===== config.mk =====
export PLATFORM = sky130hd
export DESIGN_NAME = tcw_front
export DESIGN_NICKNAME = d
export VERILOG_FILES = /design/src/rtl/core/text_console_writer_core_defines.svh /design/src/rtl/core/tcw_pkg.sv /design/src/rtl/core/tcw_front.sv
export SDC_FILE = /design/constraint.sdc
export NUM_CORES = 1
export LEC_CHECK = 0
export BUFFER_PORTS_ARGS = -buffer_cell sky130_fd_sc_hd__buf_2
export CORE_MARGIN = 3
export CORE_UTILIZATION = 35
export DETAILED_ROUTE_END_ITERATION = 16
export PLACE_DENSITY = 0.95
export SLEW_MARGIN = 40
export SYNTH_ARGS = -nofsm -noshare
export SYNTH_HDL_FRONTEND = slang
export SYNTH_SLANG_ARGS = --single-unit

===== constraint.sdc =====
create_clock -name vclk -period 2.9
set_clock_uncertainty 0.2 [all_clocks]
set_input_delay 0.145 -clock vclk [all_inputs]
set_output_delay 0.145 -clock vclk [all_outputs]
set_load 0.01 [all_outputs]

===== src/rtl/core/text_console_writer_core_defines.svh =====
// Assertion macros for the text console core.
// Included by the RTL files that carry concurrent assertions; no dependencies.
`ifndef TEXT_CONSOLE_WRITER_CORE_DEFINES_SVH
`define TEXT_CONSOLE_WRITER_CORE_DEFINES_SVH

`ifndef SYNTHESIS
`define TCW_ASSERT_HOLDS(label, clk, rst_n, ante, cons) \
  label: assert property (@(posedge clk) disable iff (!rst_n) (ante) |-> (cons)) \
    else $error("tcw assertion failed");
`define TCW_ASSERT_NEXT(label, clk, rst_n, ante, cons) \
  label: assert property (@(posedge clk) disable iff (!rst_n) (ante) |=> (cons)) \
    else $error("tcw assertion failed");
`else
`define TCW_ASSERT_HOLDS(label, clk, rst_n, ante, cons)
`define TCW_ASSERT_NEXT(label, clk, rst_n, ante, cons)
`endif

`endif


===== src/rtl/core/tcw_pkg.sv =====
// Shared types and constants of the text console core.
// No dependencies; imported by every module of the core except tcw_ram.
`default_nettype none

package tcw_pkg;

  localparam int TCW_COLUMNS     = 80;
  localparam int TCW_ROWS        = 25;
  localparam int TCW_QUEUE_DEPTH = 2;

  localparam int CURSOR_W = 11;

  localparam logic [7:0]  NEWLINE_CODE = 8'd10;
  localparam logic [15:0] BLANK_CELL   = 16'h0720;

  typedef enum logic [1:0] {
    OP_PUTC  = 2'd0,
    OP_PUTAT = 2'd1,
    OP_READ  = 2'd2,
    OP_CLEAR = 2'd3
  } tcw_op_t;

  // Work kinds after classification in the front end.
  typedef enum logic [2:0] {
    K_PUTC,
    K_NEWLINE,
    K_WRITE,
    K_SKIP,
    K_READ,
    K_READ_NONE,
    K_CLEAR
  } tcw_kind_t;

  typedef struct packed {
    tcw_kind_t   kind;
    logic [15:0] cell_word;  // attribute in high byte, character in low byte
  } tcw_cmd_t;

  typedef enum logic [2:0] {
    ST_IDLE,
    ST_READ,
    ST_SCROLL,
    ST_DRAIN,
    ST_BLANK
  } tcw_state_t;

endpackage

`default_nettype wire


===== src/rtl/core/tcw_front.sv =====
// Front end: takes input beats and classifies them into work commands.
// Depends on tcw_pkg.
`default_nettype none

module tcw_front
  import tcw_pkg::*;
#(
  parameter int COLUMNS = TCW_COLUMNS,
  parameter int ROWS    = TCW_ROWS,
  parameter int AW      = $clog2(TCW_COLUMNS * TCW_ROWS)
) (
  input  wire logic          in_tvalid,
  output      logic          in_tready,
  input  wire logic [31:0]   in_tdata,   // char_code, attribute, row, column
  input  wire logic [1:0]    in_tuser,   // op
  output      logic          push_valid,
  input  wire logic          push_ready,
  output      tcw_cmd_t      push_cmd,
  output      logic [AW-1:0] push_addr
);

  logic [7:0] ch;
  logic [7:0] attr;
  logic [4:0] row;
  logic [6:0] col;
  logic       on_screen;

  assign ch   = in_tdata[7:0];
  assign attr = in_tdata[15:8];
  assign row  = in_tdata[20:16];
  assign col  = in_tdata[27:21];

  assign in_tready  = push_ready;
  assign push_valid = in_tvalid;

  assign on_screen = (32'(row) < ROWS) && (32'(col) < COLUMNS);
  assign push_addr = AW'(32'(row) * COLUMNS + 32'(col));

  always_comb begin
    push_cmd.cell_word = {attr, ch};
    unique case (tcw_op_t'(in_tuser))
      OP_PUTC:  push_cmd.kind = (ch == NEWLINE_CODE) ? K_NEWLINE : K_PUTC;
      OP_PUTAT: push_cmd.kind = on_screen ? K_WRITE : K_SKIP;
      OP_READ:  push_cmd.kind = on_screen ? K_READ : K_READ_NONE;
      OP_CLEAR: push_cmd.kind = K_CLEAR;
      default:  push_cmd.kind = K_SKIP;
    endcase
  end

endmodule

`default_nettype wire


==> qor.yml <==
run_status:
  status: "finished clean"
synthesis:
  synthAdderAreaFrac: 0.310
  synth_simple_gate_area_share: 0.0761
  yosys.area.top_type: "buf_4"
  synthesis.area_um2: 493
  syn_area_per_cell_um2: 8.36
  syn_nets: 106
  ys_types: 16
  synth_area_leaders: "buf_4 (34%), ha_1 (23%), xnor2_1 (8.9%)"
  yosysWarnings: 0
  muxShareOfSynthArea: 0
  yosysSeqAreaShare: 0
  synth_compound_area_frac: 0.122
  yosysTopAreaCellShare: 0.335
  synth_xor_xnor_area_share: 0.142
  synth_cells: 59
  synth_top_family_by_area: "buffers and inverters"
finish:
  multiInputGateArea_um2: 320
  seqCellArea_um2: 0
  fin_util: 0.426
  layout-drive-gt1-share: 0.521
  syn_to_final_growth_pct: 5.08
  nets: 120
  nClkBuffers: 0
  num-fill-cells: 128
  sequential_cell_total: 0
  antenna-diode-count: 0
route:
  vias: 437
  drtIter0Drc: 2
  vias_per_cell: 5.14
  drc: 0
  post_drt_wl_per_cell_um: 15.7
  antenna_left: 0
  routed_wl_mm: 1.33
  drt_first_pass_iters: 4
setup_path:
  worstSetupStartpointType: "input pin"
  crit_path_max_incr_delay_ps: 380
  critPathKind: "in -> out"
  worstPathCellList: "buf_2 > ha_1 > ha_1 > fa_1 > xor2_1 > nand4_1 > xnor2_1 > xnor2_1 > buf_2"
  critical_path_buf_inv_count: 2
  required_ps: 2560
  cp_top_family: "adder cells"
  cp_data_arrival_time_ps: 2050
  cp_slowest_cell: "fa_1"
  endpoint_kind: "output port"
  cp_max_fo: 4
sta:
  fin_crit_sh: 0.824
  final.setup.tns_ps: 0
  min_period_ps: 2390
  worst_pin_slew_ps: 352
  maxSlewViolCount: 0
  slew_headroom: 0.762
  fmax_ghz: 0.418
  fin_hold_ws_ps: 90.0
  worst_slack_ps: 510
  rsz0062_at_grt: "false"
  setup_violations: 0
  finalHoldViolCount: 0
power:
  p_leak_nw: 0.305
  power_density_mw_per_mm2: 259
  peakVddDrop_uv: 68.0
floorplanning:
  core_mm2: 0.00122
  initial_core_util: 0.405
  row_count: 12
  die_w_um: 43.5
  ios: 68
  die_y_um: 43.5
  die_area_mm2: 0.00189
grt:
  grt_pass1_vias: 519
  grt_max_degree: 5
  grt_pass1_wl_mm: 2.19
  grt_usage: 0.143
  grt_overflow: 0
  antenna_found_initial: 0
min_path:
  worstHoldStart: "in_tdata[8]"
  hold_path_end: "push_cmd[8]"
  hp-class: "in -> out"
  holdPathStages: 0
place:
  dp_hpwl_mm: 1.21
  routabilityCongestion: 0.642
  pre_cts_ws_ps: 513
  port_buffers: 36
clock_tree:
  postCtsSetupBuffers: 0
  cts_hold_buf: 0
  cts_resized: 0
job:
  max-cap-violations: 0
-- power by group --
group          internal, mW  leakage [nW]  switching [mW]  total, mW
Combinational        0.0630         0.305          0.0711      0.134
Sequential                0             0               0          0
Clock                     0             0               0          0
Total                0.0630         0.305          0.0711      0.134
-- area by class of cell --
class                           instances  area share
Tap cell                               14      0.0338
Multi-Input combinational cell         35       0.618
Timing Repair Buffer                   36       0.348
-- worst max-delay path by stage --
stage                  from            end  slack [ps]  cells after the start
6_report       in_tdata[17]  push_addr[10]         510                      9
5_1_grt        in_tdata[17]  push_addr[10]         390                      9
4_1_cts        in_tdata[17]  push_addr[10]         510                      9
3_5_place_dp   in_tdata[17]  push_addr[10]         510                      9
3_3_place_gp   in_tdata[17]  push_addr[10]         560                      9
2_1_floorplan  in_tdata[17]  push_addr[10]         850                      7
-- cells in the mapped netlist --
cell type and count:
nor4bb_1 1, xnor2_1 5, o21ai_0 1, nand4_1 1, clkbuf_1 2, buf_4 22
o311ai_0 1, nor4_1 1, xor2_1 3, a21oi_1 3, fa_1 2, ha_1 9
nor2_1 2, a21o_1 3, a31o_2 1, nand2_1 2
-- logic make-up after synthesis --
logic type,count (synthesis)
AOI/OAI and AO/OA,9
xor gates and xnor gates,8
adders and majority gates,11
buffers and inverters,24
and+or+nand+nor,7
-- placed cells by master (no fill, tap or decap), types with 2 or more instances in the layout --
master	n
a21o_1	3
nand2_1	2
xor2_1	3
xnor2_1	5
buf_2	36
ha_1	9
a21oi_1	3
nor2_1	2
fa_1	2
-- through the flow --
| step | cells | power [mW] | area [um2] |
|---|---|---|---|
| finish | 85 | 0.134 | 518 |
| global route | 85 | 0.149 | 518 |
| CTS | 85 | 0.136 | 518 |
| detailed placement | 85 | 0.134 | 518 |
| global placement | 85 | 0.128 | 518 |
| floorplan | 59 | 0.105 | 493 |
-- layer usage --
layer,part of all wire,wire length [um],GRT usage,vias up
met5,0,0,0,-
met4,0.040,53,0.108,0
met3,0.067,90,0.0207,12
met2,0.61,817,0.286,19
met1,0.28,373,0.124,200
li1,-,-,-,206
No activity file was read; power rests on OpenSTA's default activity.
