<file path="src/rtl/core/text_console_writer_core_defines.svh">
// Assertion macros for the text console core.
// Included by the RTL files that carry concurrent assertions; no dependencies.
`ifndef TEXT_CONSOLE_WRITER_CORE_DEFINES_SVH
`define TEXT_CONSOLE_WRITER_CORE_DEFINES_SVH

`ifndef SYNTHESIS
`define TCW_ASSERT_HOLDS(label, clk, rst_n, ante, cons) \
  label: assert property (@(posedge clk) disable iff (!rst_n) (ante) |-> (cons)) \
    else $error("tcw assertion failed");
`define TCW_ASSERT_NEXT(label, clk, rst_n, ante, cons) \
  label: assert property (@(posedge clk) disable iff (!rst_n) (ante) |=> (cons)) \
    else $error("tcw assertion failed");
`else
`define TCW_ASSERT_HOLDS(label, clk, rst_n, ante, cons)
`define TCW_ASSERT_NEXT(label, clk, rst_n, ante, cons)
`endif

`endif

</file>
<file path="src/rtl/core/tcw_pkg.sv">
// Shared types and constants of the text console core.
// No dependencies; imported by every module of the core except tcw_ram.
`default_nettype none

package tcw_pkg;

  localparam int TCW_COLUMNS     = 80;
  localparam int TCW_ROWS        = 25;
  localparam int TCW_QUEUE_DEPTH = 2;

  localparam int CURSOR_W = 11;

  localparam logic [7:0]  NEWLINE_CODE = 8'd10;
  localparam logic [15:0] BLANK_CELL   = 16'h0720;

  typedef enum logic [1:0] {
    OP_PUTC  = 2'd0,
    OP_PUTAT = 2'd1,
    OP_READ  = 2'd2,
    OP_CLEAR = 2'd3
  } tcw_op_t;

  // Work kinds after classification in the front end.
  typedef enum logic [2:0] {
    K_PUTC,
    K_NEWLINE,
    K_WRITE,
    K_SKIP,
    K_READ,
    K_READ_NONE,
    K_CLEAR
  } tcw_kind_t;

  typedef struct packed {
    tcw_kind_t   kind;
    logic [15:0] cell_word;  // attribute in high byte, character in low byte
  } tcw_cmd_t;

  typedef enum logic [2:0] {
    ST_IDLE,
    ST_READ,
    ST_SCROLL,
    ST_DRAIN,
    ST_BLANK
  } tcw_state_t;

endpackage

`default_nettype wire

</file>
<file path="src/rtl/core/tcw_fifo.sv">
// Small command queue between front end and back end.
// Depends on tcw_pkg for the default depth.
`default_nettype none

module tcw_fifo
  import tcw_pkg::*;
#(
  parameter int W     = 8,
  parameter int DEPTH = TCW_QUEUE_DEPTH
) (
  input  wire logic         clk,
  input  wire logic         rst_n,
  input  wire logic         push_valid,
  output      logic         push_ready,
  input  wire logic [W-1:0] push_data,
  output      logic         pop_valid,
  input  wire logic         pop_ready,
  output      logic [W-1:0] pop_data
);

  localparam int PW = $clog2(DEPTH);
  localparam int CNTW = $clog2(DEPTH + 1);

  logic [W-1:0]    slot_r [DEPTH];
  logic [PW-1:0]   wr_ptr_r, wr_ptr_nxt;
  logic [PW-1:0]   rd_ptr_r, rd_ptr_nxt;
  logic [CNTW-1:0] count_r, count_nxt;
  logic            push, pop;

  assign push_ready = (count_r != CNTW'(DEPTH));
  assign pop_valid  = (count_r != '0);
  assign pop_data   = slot_r[rd_ptr_r];
  assign push       = push_valid && push_ready;
  assign pop        = pop_valid && pop_ready;

  always_comb begin
    wr_ptr_nxt = wr_ptr_r;
    rd_ptr_nxt = rd_ptr_r;
    count_nxt  = count_r;
    if (push) begin
      wr_ptr_nxt = (wr_ptr_r == PW'(DEPTH - 1)) ? '0 : wr_ptr_r + 1'b1;
    end
    if (pop) begin
      rd_ptr_nxt = (rd_ptr_r == PW'(DEPTH - 1)) ? '0 : rd_ptr_r + 1'b1;
    end
    if (push && !pop) begin
      count_nxt = count_r + 1'b1;
    end else if (pop && !push) begin
      count_nxt = count_r - 1'b1;
    end
  end

  always_ff @(posedge clk) begin
    if (!rst_n) begin
      wr_ptr_r <= '0;
      rd_ptr_r <= '0;
      count_r  <= '0;
    end else begin
      wr_ptr_r <= wr_ptr_nxt;
      rd_ptr_r <= rd_ptr_nxt;
      count_r  <= count_nxt;
    end
  end

  always_ff @(posedge clk) begin
    if (push) begin
      slot_r[wr_ptr_r] <= push_data;
    end
  end

endmodule

`default_nettype wire

</file>
<file path="config.mk">
export PLATFORM = sky130hd
export DESIGN_NAME = tcw_fifo
export DESIGN_NICKNAME = d
export VERILOG_FILES = /design/src/rtl/core/text_console_writer_core_defines.svh /design/src/rtl/core/tcw_pkg.sv /design/src/rtl/core/tcw_fifo.sv
export SDC_FILE = /design/constraint.sdc
export NUM_CORES = 1
export LEC_CHECK = 0
export BUFFER_PORTS_ARGS = -buffer_cell sky130_fd_sc_hd__buf_2
export CORE_MARGIN = 5
export CORE_UTILIZATION = 44
export CTS_CLUSTER_DIAMETER = 120
export DETAILED_ROUTE_END_ITERATION = 6
export PLACE_DENSITY = 0.83
export SLEW_MARGIN = 20
export SYNTH_ARGS = -nofsm -noshare
export SYNTH_HDL_FRONTEND = slang
export SYNTH_SLANG_ARGS = --single-unit
</file>
<file path="constraint.sdc">
create_clock -name clk -period 1.8 [get_ports clk]
set_clock_uncertainty 0.2 [all_clocks]
set_input_delay 0 -clock clk [delete_from_list [all_inputs] [get_ports clk]]
set_output_delay 0 -clock clk [all_outputs]
set_load 0.01 [all_outputs]
</file>
==> metrics.md <==
| Metric | Value |
|---|---|
| Die Ht | 52.9 um |
| Design Area, Final | 0.00109 mm^2 |
| Switch Pwr | 0.399 mW |
| CP startpoint kind | flip-flop |
| DIE AREA | 0.00280 mm^2 |
| Residual DRC | 0 |
| Worst Hold Depth | 5 |
| I/O Pins | 22 |
| Final hold viol count | 0 |
| Launching point of the worst reg2reg path | count_r[0] |
| Top post-synthesis cells by area | edfxtp_1 59%, dfxtp_1 12%, mux2_2 11%, xor2_1 3.2%, nand2b_4 1.7% |
| Cell Rows | 15 |
| Total GRT Usage | 0.116 |
| Slowest CP cell | dfxtp_4 |
| Drt pass-1 iters | 2 |
| Pwr dens | 1240 mW/mm^2 |
| DR top layer | met3 |
| Vias | 502 |
| Setup ws final | 80.7 ps |
| Clock Latency Late Sink | 290 ps |
| TritonCTS clock tree | built |
| Post-synthesis cell type count | 17 |
| Inserted Diodes | 0 |
| Fin util | 0.626 |
| PortBufs | 21 |
| Number of buffers and inverters on the critical path | 0 |
| Worst-Margin Slew | 383 ps |
| Clock share of power | 0.160 |
| Share of cells above drive strength 1 | 0.459 |
| Crit path DAT | 1750 ps |
| Die W | 52.9 um |
| Sw Share | 0.295 |
| Routed len/inst | 13.2 um |
| Clock sink count | 21 |
| Number of global-route vias before repair | 564 |
| Post-Layout Cell Count | 110 |
| Internal power | 0.952 mW |
| Crit path kind | flip-flop to flip-flop |
| CTS H-tree lvls | 1 |
| Share of the synthesized area in the top cell type | 0.594 |
| Worst Hold Slack | 127 ps |
| Min Tclk post-route | 1720 ps |
| R2r endpoint | count_r[1] |
| Comb pwr share | 0.330 |
| Dpl cell area | 948 um^2 |
| Critical path required time | 1830 ps |
| Max-slew violations | 0 |
| Routed vias/inst | 4.56 |
| Antenna violations before repair | 0 |
| Setup TNS | 0 ps |
| CTS max path bufs | 2 |
| HP Start | pop_ready |
| Cell taking the most area after synthesis | edfxtp_1 |
| Routed met3 length | 83 um |
| Placed Cells | 96 |
| DRT antenna net count | 0 |
| Root Driver | clkbuf_4 |
| Largest net degree at the start of global routing | 12 |
| Post-DP HPWL | 989 um |
| Worst stage delay on the critical path | 380 ps |
| Yosys warnings | 0 |
| Register area share after synthesis | 0.717 |
| Tot Pwr | 1.35 mW |
| CP Cell Sequence | nand2b_4 > and2_1 > ha_4 > xor2_1 > or3_1 > a21oi_1 |
| Period Utilization, post-route | 0.955 |
| Area delta synth->final | 34.9% |
| Leakage power figure | 0.435 nW |
| Peak VDD IR | 0.636 mV |
| Core area | 0.00175 mm^2 |
| Reg power frac | 0.510 |
| Post-synthesis cell area | 810 um^2 |
| Post-synthesis register bit count | 21 |
| HP Class | primary input to flip-flop |
| Max Cap Viol | 0 |
| WL met2 | 786 um |
| Final Setup Violations | 0 |
| Setup Slack @ Placement | 33.0 ps |
| Drt total wl | 1.46 mm |
| M1 wire length | 587 um |
| GRT overflow | 0 |
| Worst-path clk slew | 110 ps |
| Nets@finish | 99 |
| Post-Syn Nets | 63 |
| Fmax | 0.582 GHz |
| Worst relative slew slack | 0.745 |
| First-pass GRT wire length | 2.26 mm |
| Post CTS Setup Buffer Count | 0 |
| Max Fanout on Critical Path | 5 |
| Syn Inst Count | 50 |
| FF-to-FF setup slack | 80 ps |
| Unrepaired setup endpoints after global routing | false |
| Status | finished clean |
| RD Place Congestion | 0.607 |
| Num CTS Buffers | 3 |
| First DRT Iteration DRCs | 5 |
| Reg2Reg Depth | 6 |
| CP delay by family, top | simple AND/OR/NAND/NOR gates |
| Syn_area_per_cell | 16.2 um^2 |
| Initial Util | 0.464 |
| Element type at the critical path end | flip-flop |
| Stages on the worst setup path | 6 |
cell type report:
cell class,instances,area [um^2]
clock buffer,4,26.3
fill,145,653
inverter,2,7.51
multi-input combinational,26,229
sequential,21,586
tap,25,31.3
timing repair buffer,32,213
per-layer routing:
layer / vias to the layer above / GRT usage
li1: 252 / -
met1: 235 / 0.118
met2: 15 / 0.219
met3: 0 / 0.0197
met4: 0 / 0.0638
met5: - / 0
cell usage after synthesis:
library cell,number
inv_1,2
nand2b_4,1
edfxtp_1,16
and3_1,1
and2_1,1
nor2_1,3
or3_1,1
ha_1,1
a21bo_2,1
mux2_2,8
nand3b_1,1
or2_2,1
o21ai_0,2
a21oi_1,2
buf_2,1
xor2_1,3
dfxtp_1,5
worst reg2reg max path, cell delays in order, from the launching register on:
cell      delay [ps]
dfxtp_4          380
nand2b_4         150
and2_1           180
ha_4             160
xor2_1           140
or3_1            300
a21oi_1          130
power by group through the flow:
stage / clock network [mW] / registers, mW / logic, mW
floorplan: 0 / 0.658 / 0.295
global route: 0.239 / 0.701 / 0.488
CTS: 0.219 / 0.683 / 0.428
detailed placement: 0 / 0.695 / 0.410
finish: 0.216 / 0.689 / 0.446
global placement: 0 / 0.685 / 0.388
how the worst max path moves through the flow:
| stage | start | endpoint | slack, ps |
|---|---|---|---|
| after CTS | count_r[0] | count_r[1] | 10 |
| after global routing | count_r[0] | count_r[1] | 8 |
| final | count_r[0] | count_r[1] | 80 |
| after global placement | count_r[0] | count_r[1] | 110 |
| after detailed placement | count_r[0] | count_r[1] | 30 |
| after floorplan | count_r[0] | count_r[1] | 100 |
sequential cells by signal (all words and copies together), names as in the netlist, named ones only:
register / cells
wr_ptr_r: 1
rd_ptr_r: 1
count_r: 2
slot_r: 16
repair_timing:
item,in CTS,in global routing
gates resized for setup,0,5
endpoints found under the hold margin,21,0
hold buffers,10,0
endpoints found under the setup margin,0,1
placed cells by master (no fill, tap or decap), types with 2 or more instances in the layout:
master | netlist | layout
buf_2 | 1 | 21
edfxtp_1 | 16 | 16
dlygate4sd3_1 | 0 | 10
mux2_2 | 8 | 8
xor2_1 | 3 | 3
nor2_1 | 3 | 3
dfxtp_1 | 5 | 3
clkbuf_4 | 0 | 3
inv_1 | 2 | 2
a21oi_1 | 2 | 2
cells by family after synthesis:
logic type,after synthesis,share of synthesized area
DFF,21,0.717
and+or+nand+nor,9,0.0711
muxes,8,0.111
AOI/OAI and AO/OA,5,0.0371
xor gates and xnor gates,3,0.0325
buffers and inverters,3,0.0155
adders and majority gates,1,0.0155
(Power assumes the default switching activity.)
